<file path="config.mk">
export PLATFORM = sky130hd
export DESIGN_NAME = obnf_ctrl
export DESIGN_NICKNAME = d
export VERILOG_FILES = /design/src/rtl/obnf_pkg.sv /design/src/rtl/obnf_ctrl.sv
export SDC_FILE = /design/constraint.sdc
export NUM_CORES = 1
export LEC_CHECK = 0
export BUFFER_PORTS_ARGS = -buffer_cell sky130_fd_sc_hd__buf_2
export CORE_AREA = 2 2 39 41
export DETAILED_ROUTE_END_ITERATION = 8
export DIE_AREA = 0 0 41 43
export MAX_ROUTING_LAYER = met4
export PLACE_DENSITY = 0.69
export SYNTH_ARGS = -nofsm -noshare
export SYNTH_HDL_FRONTEND = slang
export SYNTH_SLANG_ARGS = --single-unit
</file>
<file path="constraint.sdc">
create_clock -name i_clk -period 1.5 [get_ports i_clk]
set_clock_uncertainty 0.05 [all_clocks]
set_input_delay 0.075 -clock i_clk [delete_from_list [all_inputs] [get_ports i_clk]]
set_output_delay 0.075 -clock i_clk [all_outputs]
set_load 0.05 [all_outputs]
</file>
<file path="src/rtl/obnf_pkg.sv">
// shared constants, request codes, payload and control types for the walkability map
package obnf_pkg;

    localparam int CELLS_X     = 256;
    localparam int CELLS_Y     = 256;
    localparam int MAX_RADIUS  = 255;
    localparam int TOTAL_CELLS = CELLS_X * CELLS_Y;

    localparam int XW        = (CELLS_X > 1) ? $clog2(CELLS_X) : 1;
    localparam int YW        = (CELLS_Y > 1) ? $clog2(CELLS_Y) : 1;
    localparam int RW        = (MAX_RADIUS > 0) ? $clog2(MAX_RADIUS + 1) : 1;
    localparam int CNTW      = $clog2(TOTAL_CELLS + 1);
    localparam int SW        = 18;
    localparam int CHUNK_W   = (CELLS_X < 32) ? CELLS_X : 32;
    localparam int NCHUNK    = (CELLS_X + CHUNK_W - 1) / CHUNK_W;
    localparam int PAD_W     = NCHUNK * CHUNK_W;
    localparam int CHW       = (NCHUNK > 1) ? $clog2(NCHUNK) : 1;
    localparam int CIW       = (CHUNK_W > 1) ? $clog2(CHUNK_W) : 1;
    localparam int REV_W     = 32;
    localparam int CNT_OUT_W = 17;

    typedef enum logic [2:0] {
        REQ_READ    = 3'd0,
        REQ_WRITE   = 3'd1,
        REQ_SET_ALL = 3'd2,
        REQ_SEARCH  = 3'd3,
        REQ_COUNT   = 3'd4
    } t_req;

    typedef struct packed {
        logic [2:0]         req_type;
        logic signed [15:0] cell_x;
        logic signed [15:0] cell_y;
        logic               walkable_value;
        logic [7:0]         max_radius;
    } t_in;

    typedef struct packed {
        logic                 ok;
        logic [7:0]           found_x;
        logic [7:0]           found_y;
        logic [CNT_OUT_W-1:0] walkable_count;
        logic [REV_W-1:0]     revision;
    } t_out;

    typedef struct packed {
        logic load;
        logic disp_miss;
        logic rd_cell;
        logic upd_cell;
        logic set_all;
        logic row;
        logic adv;
        logic scan;
        logic miss;
        logic emit;
    } t_cmd;

    typedef struct packed {
        logic [2:0] req;
        logic       cell_in_grid;
        logic       row_skip;
        logic       ring_last;
        logic       scan_hit;
        logic       scan_more;
        logic       out_free;
    } t_sts;

endpackage

</file>
<file path="src/rtl/obnf_ctrl.sv">
// request sequencer for the walkability map
module obnf_ctrl
    import obnf_pkg::*;
(
    input  logic i_clk,
    input  logic i_rst_n,
    input  logic i_in_valid,
    output logic o_in_ready,
    input  t_sts i_sts,
    output t_cmd o_cmd
);

    typedef enum logic [6:0] {
        S_IDLE    = 7'b0000001,
        S_DISP    = 7'b0000010,
        S_CELL_RD = 7'b0000100,
        S_CELL    = 7'b0001000,
        S_ROW     = 7'b0010000,
        S_SCAN    = 7'b0100000,
        S_DONE    = 7'b1000000
    } t_state;

    t_state r_state;
    t_state n_state;

    always_ff @(posedge i_clk) begin
        if (!i_rst_n) begin
            r_state <= S_IDLE;
        end else begin
            r_state <= n_state;
        end
    end

    always_comb begin
        n_state    = r_state;
        o_cmd      = '0;
        o_in_ready = 1'b0;
        unique case (r_state)
            S_IDLE: begin
                o_in_ready = 1'b1;
                if (i_in_valid) begin
                    o_cmd.load = 1'b1;
                    n_state    = S_DISP;
                end
            end
            S_DISP: begin
                priority if (i_sts.req == REQ_READ || i_sts.req == REQ_WRITE) begin
                    if (i_sts.cell_in_grid) begin
                        n_state = S_CELL_RD;
                    end else begin
                        o_cmd.disp_miss = (i_sts.req == REQ_READ);
                        n_state         = S_DONE;
                    end
                end else if (i_sts.req == REQ_SET_ALL) begin
                    o_cmd.set_all = 1'b1;
                    n_state       = S_DONE;
                end else if (i_sts.req == REQ_SEARCH) begin
                    n_state = S_ROW;
                end else begin
                    n_state = S_DONE;
                end
            end
            S_CELL_RD: begin
                o_cmd.rd_cell = 1'b1;
                n_state       = S_CELL;
            end
            S_CELL: begin
                o_cmd.upd_cell = 1'b1;
                n_state        = S_DONE;
            end
            S_ROW: begin
                o_cmd.row = 1'b1;
                priority if (!i_sts.row_skip) begin
                    n_state = S_SCAN;
                end else if (i_sts.ring_last) begin
                    o_cmd.miss = 1'b1;
                    n_state    = S_DONE;
                end else begin
                    o_cmd.adv = 1'b1;
                end
            end
            S_SCAN: begin
                o_cmd.scan = 1'b1;
                priority if (i_sts.scan_hit) begin
                    n_state = S_DONE;
                end else if (i_sts.scan_more) begin
                    n_state = S_SCAN;
                end else if (i_sts.ring_last) begin
                    o_cmd.miss = 1'b1;
                    n_state    = S_DONE;
                end else begin
                    o_cmd.adv = 1'b1;
                    n_state   = S_ROW;
                end
            end
            S_DONE: begin
                if (i_sts.out_free) begin
                    o_cmd.emit = 1'b1;
                    n_state    = S_IDLE;
                end
            end
            default: begin
                n_state = S_IDLE;
            end
        endcase
    end

endmodule

</file>
==> metrics.txt, run 1 <==
die outline height=43 um; Worst Path Required=roughly 1.4 ns; root buf cell=clkbuf_4; post-route ant nets=0; Top Registers=r_state: 7 flops; FF-to-FF End=r_state[0]; Yosys reg bits=7; # rows=14; final design utilization=92.0%; initial DRC count=28; largest net degree at the start of global routing=8; diodes inserted=0; max reg flops=7; Post-synth EDFFs=0; CTS tree=done; Yosys Warn Count=0; Overflow after GRT=0; Final #Nets=141; top_reg_cell synth=dfxtp_1; H-tree depth=1; GPL Wtd Cong=0.766; final setup fails=17; vias in the first global route=between 700 and 800; Reg-to-Reg Start=r_state[6]; Yosys top cell by area=dfxtp_1; Post-Synthesis Cells=70; max capacitance violation total=0; status=complete, but fails checks; via total after detailed routing=852; Wirelength per Cell=21.5 um; Worst Hold End=r_state[0]; Hold Path Class=in2reg; Area contributors post-synth=dfxtp_1 (26%), nor2_1 (5.6%), nor3_1 (4.7%), o21ai_0 (4.7%), o31ai_2 (4.7%); VDD IR max=between 0.8 and 0.9 mV; GRT Total Usage=~28%; first drt pass iteration count=4; WL final=3100 um; initial antenna violation count=0; Tightest Pin Transition=0.326 ns; # port buffers=22; Post-Syn Area=533 um^2; syn avg cell area=7.61 um^2; layout cells sized above 1=75.8%; CTS Buf Count=3; Starting Density=38.5%; Final Hold Viols=0; post-synth top area share=approximately a quarter; Critical Path AT=between 1.5 and 2 ns; global-route wire length before repair=3160 um; RSZ-0062 raised after global routing=yes; die width=41 um; clk sink count=7; minimum clock period=1.83 ns; most flop-heavy register=r_state; area grow syn2layout=139%; failing checks=setup timing; Hold Crit Start=i_rst_n; clk buf depth=2; syn nets=82; CP Max Fanout=3; final routed DRC violation total=0; Leak=~0.57 nW; pwr dens=roughly 770 nW/um^2; Pins Over Slew Limit=0; Core Area=1380 um^2; crit start category=flip-flop; commonest non-fill, non-tap cell in the layout=buf_4; Netlist cell types=30; Ports=23; crit end category=primary output; hold depth=2; hpwl dp=1270 um; ys async rst share=0%; relative slew slack=between 70% and 80%; setup slack, reg-to-reg=-0.16 ns; setup ws final=-0.329 ns; Via-to-Cell Ratio=5.92; Max Clk Rate=547 MHz; crit path kind=reg2out; most frequent cells in the layout=buf_4 (24), buf_6 (15), buf_2 (11); Clock Latency Late Sink=0.28 ns; Reg2Reg Depth=6; fin crit share=122%; Die ar.=1760 um^2; Total Power=0.000981 W; clock slew at the register clock pins of the worst setup and hold paths=~0.070 ns; register area share after synthesis=a little over a quarter
-- worst max-delay path, cell delays in order (launching register included) --
cell and delay (ns):
dfxtp_2 0.33, nor4_4 0.31, nand3_1 0.15, or2_4 0.29, nor3b_4 0.18, buf_6 0.18
-- Yosys cell counts, types with 2 or more instances --
master / instances
o31ai_2: 2
nand2b_1: 3
o22a_1: 2
and2_1: 2
nand2_1: 4
nor2_1: 8
o21ai_0: 5
and3_1: 2
nor3_1: 5
inv_1: 5
nand3_1: 4
a21oi_1: 2
nor4_1: 2
dfxtp_1: 7
nor3b_1: 2
-- per-layer routing --
metal	GRT usage, %	vias to the layer above	part of all wire (%)
met2	43.4	54	52
met4	12.0	0	6.5
met1	33.7	400	36
met3	4.71	22	5.5
met5	-	-	0
li1	-	376	-
-- power by group --
part	total, W	internal, W	switching, W
Combinational	0.000566	0.000273	0.000293
Sequential	0.000223	0.000199	0.0000245
Clock	0.000192	0.000103	0.0000896
Total	0.000981	0.000574	0.000407
-- cell families after synthesis --
logic type             after synthesis  share of synthesized area [%]
and+or+nand+nor                     42                           48.6
AOI/OAI and AO/OA                   16                           21.6
DFF                                  7                           26.3
buffers and inverters                5                           3.52
-- through the flow --
| stage | hold WS [ns] | setup TNS (ns) | area [um^2] | setup WS [ns] | std cells |
|---|---|---|---|---|---|
| after detailed placement | 0.273 | -0.308 | 855 | -0.0681 | 121 |
| after global placement | 0.271 | -0.143 | 855 | -0.0463 | 121 |
| after global routing | 0.0160 | -3.20 | 1270 | -0.398 | 144 |
| after CTS | 0.00322 | -1.06 | 1130 | -0.267 | 135 |
| after floorplan | 0.0900 | -0.451 | 627 | -0.195 | 70 |
| final | 0.00965 | -2.14 | 1270 | -0.329 | 144 |
-- timing repair --
| action | 4_1_cts | 5_1_grt |
|---|---|---|
| setup buffers | 10 | 9 |
| hold buffers | 0 | 0 |
| endpoints found under the setup margin | 14 | 18 |
| cloned | 0 | 0 |
| pin swaps | 14 | 13 |
| resized for setup | 53 | 18 |
-- how the worst max path moves through the flow --
stage                           from        to  slack (ns)
after floorplan           r_state[2]  o_cmd[8]       -0.20
final                     r_state[2]  o_cmd[5]       -0.33
after global placement    r_state[2]  o_cmd[5]       -0.05
after CTS                 r_state[2]  o_cmd[5]       -0.27
after global routing      r_state[2]  o_cmd[8]       -0.40
after detailed placement  r_state[2]  o_cmd[5]       -0.07
-- cell type report --
type,count,area (um^2)
multi-input cells,58,587
repair buffers,54,464
flip-flops and latches,7,158
fillers,58,110
clock buffers,4,26.3
well taps,16,20.0
inverters,5,18.8
No activity file was read; power rests on OpenSTA's default activity.
==> inputs of run 2 (changes only) <==
--- a/constraint.sdc
+++ b/constraint.sdc
@@ -3,3 +3,3 @@
 set_input_delay 0.075 -clock i_clk [delete_from_list [all_inputs] [get_ports i_clk]]
 set_output_delay 0.075 -clock i_clk [all_outputs]
-set_load 0.05 [all_outputs]
+set_load 0.01 [all_outputs]
==> metrics.txt, run 2 (synthesized netlist as in run 1, its figures left out) <==
status=complete, but fails checks (unchanged); failing checks=setup timing (unchanged); Final #Nets=124 (was 141); Critical-path top delay cell=dfxtp_2 (unchanged); Worst Hold End=r_state[0] (unchanged); layout cells sized above 1=70.3% (was 75.8%); final setup fails=10 (was 17); diodes inserted=0 (unchanged); largest net degree at the start of global routing=8 (unchanged); post-route ant nets=0 (unchanged); GPL Wtd Cong=0.775 (was 0.766); Starting Density=38.5% (unchanged); fin crit share=114% (was 122%); WL final=1910 um (was 3100 um); VDD IR max=0.504 mV (was 0.832 mV); H-tree depth=1 (unchanged); minimum clock period=1.71 ns (was 1.83 ns); final routed DRC violation total=0 (unchanged); vias in the first global route=638 (was 717); crit-path cells=nor4_4 -> nand3_2 -> or2_4 -> nor4_4 -> buf_2 (was nor4_4 -> nand3_1 -> or2_4 -> nor3b_4 -> buf_6); Critical Path AT=1.59 ns (was 1.70 ns); Reg-to-Reg Start=r_state[5] (was r_state[6]); die width=41 um (unchanged); Via-to-Cell Ratio=5.69 (was 5.92); Worst Path Required=1.37 ns (about the same); hpwl dp=1250 um (was 1270 um); pwr dens=760 nW/um^2 (was 771 nW/um^2); Fill cells=103 (was 58); Wirelength per Cell=15.1 um (was 21.5 um); crit end category=primary output (unchanged); Tightest Pin Transition=0.256 ns (was 0.326 ns); CTS tree=done (unchanged); initial DRC count=19 (was 28); most flop-heavy register=r_state (unchanged); CP Max Fanout=3 (unchanged); Core Area=1380 um^2 (unchanged); relative slew slack=82.8% (was 78.3%); Flop pwr share=30.3% (was 22.7%); Top Registers=r_state: 7 flops (unchanged); worst hold margin=0.0209 ns (was 0.00965 ns); first drt pass iteration count=4 (unchanged); met2 usage=33.1% (was 43.4%); die outline height=43 um (unchanged); clk sink count=7 (unchanged); Crit path largest cell delay=0.33 ns (about the same); crit start category=flip-flop (unchanged); setup slack, reg-to-reg=-0.14 ns (was -0.16 ns); Pins Over Slew Limit=0 (unchanged); pre-CTS worst setup slack=-0.0654 ns (was -0.0681 ns); max capacitance violation total=0 (unchanged); Hold Path Class=in2reg (unchanged); area grow syn2layout=91.5% (was 139%); setup ws final=-0.214 ns (was -0.329 ns); Sw Pwr=0.000289 W (was 0.000407 W); FF-to-FF End=r_state[6] (was r_state[0]); # port buffers=22 (unchanged); Clk pwr share=22.7% (was 19.6%); commonest non-fill, non-tap cell in the layout=buf_2 (was buf_4); max reg flops=7 (unchanged); clock slew at the register clock pins of the worst setup and hold paths=0.06 ns (was 0.07 ns); global-route wire length before repair=2560 um (was 3160 um); Leak=0.447 nW (was 0.566 nW); hold depth=2 (unchanged); Overflow after GRT=0 (unchanged); critical path buffer and inverter count=1 (unchanged); final design utilization=73.8% (was 92.0%); clk buf depth=2 (unchanged); initial antenna violation count=0 (unchanged); switching share of power=37.3% (was 41.5%); CTS Buf Count=3 (unchanged); Reg2Reg Depth=7 (was 6); Hold Crit Start=i_rst_n (unchanged); crit path kind=reg2out (unchanged); P_int=0.000486 W (was 0.000574 W); via total after detailed routing=722 (was 852); RSZ-0062 raised after global routing=yes (unchanged); combinational share of power=47.0% (was 57.7%); most frequent cells in the layout=buf_2 (19), buf_4 (11), buf_6 (7) (was buf_4 (24), buf_6 (15), buf_2 (11)); met3 Use GR=3.14% (was 4.71%); GRT Total Usage=21.5% (was 27.8%); Top Usage Layer GRT=met2 (unchanged); CP dominant cell by count=nor4_4; Clock Latency Late Sink=0.25 ns (was 0.28 ns); delay-heaviest family, CP=simple AND/OR/NAND/NOR gates (unchanged); Die ar.=1760 um^2 (unchanged); root buf cell=clkbuf_4 (unchanged); Final Hold Viols=0 (unchanged); Max Clk Rate=584 MHz (was 547 MHz); Ports=23 (unchanged); M1 GR Usage=27.3% (was 33.7%); # rows=14 (unchanged)
## run 2: worst max path at each step
stage / start / to / depth (start not counted)
2_1_floorplan: r_state[2] / o_cmd[5] / 4
3_3_place_gp: r_state[2] / o_cmd[5] / 5
3_5_place_dp: r_state[2] / o_cmd[5] / 5
4_1_cts: r_state[5] / o_cmd[8] / 5
5_1_grt: r_state[3] / o_cmd[8] / 5
6_report: r_state[3] / o_cmd[8] / 5
## run 2: timing repair
action / CTS / global route
setup buffers: 2 / 6
pin swaps: 12 / 15
gates cloned: 0 / 0
hold buffers: 0 / 0
setup endpoints to repair: 11 / 17
gates resized for setup: 10 / 42
## run 2: layer usage
| layer | vias up | wire length [um] |
|---|---|---|
| met1 | 354 | 802 |
| li1 | 345 | - |
| met4 | 0 | 14 |
| met3 | 2 | 72 |
| met2 | 21 | 1020 |
| met5 | - | 0 |
## run 2: layout make-up
cell class / instances / area, um^2 / area share, %
clock buffers: 4 / 26.3 / 2.57
inverters: 5 / 18.8 / 1.84
multi-input cells: 58 / 547 / 53.6
flip-flops and latches: 7 / 153 / 15.0
well taps: 16 / 20.0 / 1.96
repair buffers: 37 / 256 / 25.1
## run 2: power by group through the flow
stage	Clock, W	Combinational (W)	Sequential, W
after floorplan	0	0.000126	0.000225
final	0.000176	0.000364	0.000235
after global placement	0	0.000213	0.000230
after global routing	0.000196	0.000382	0.000237
after detailed placement	0	0.000216	0.000231
after CTS	0.000182	0.000235	0.000226
## run 2: through the flow
stage          cells  power (W)  area (um^2)   TNS (ns)
6_report         127   0.000776         1020      -1.24
5_1_grt          127   0.000815         1020      -1.81
4_1_cts          123   0.000643          817      -1.09
3_5_place_dp     117   0.000448          737     -0.196
3_3_place_gp     117   0.000443          737     -0.108
2_1_floorplan     70   0.000351          539  -0.000513
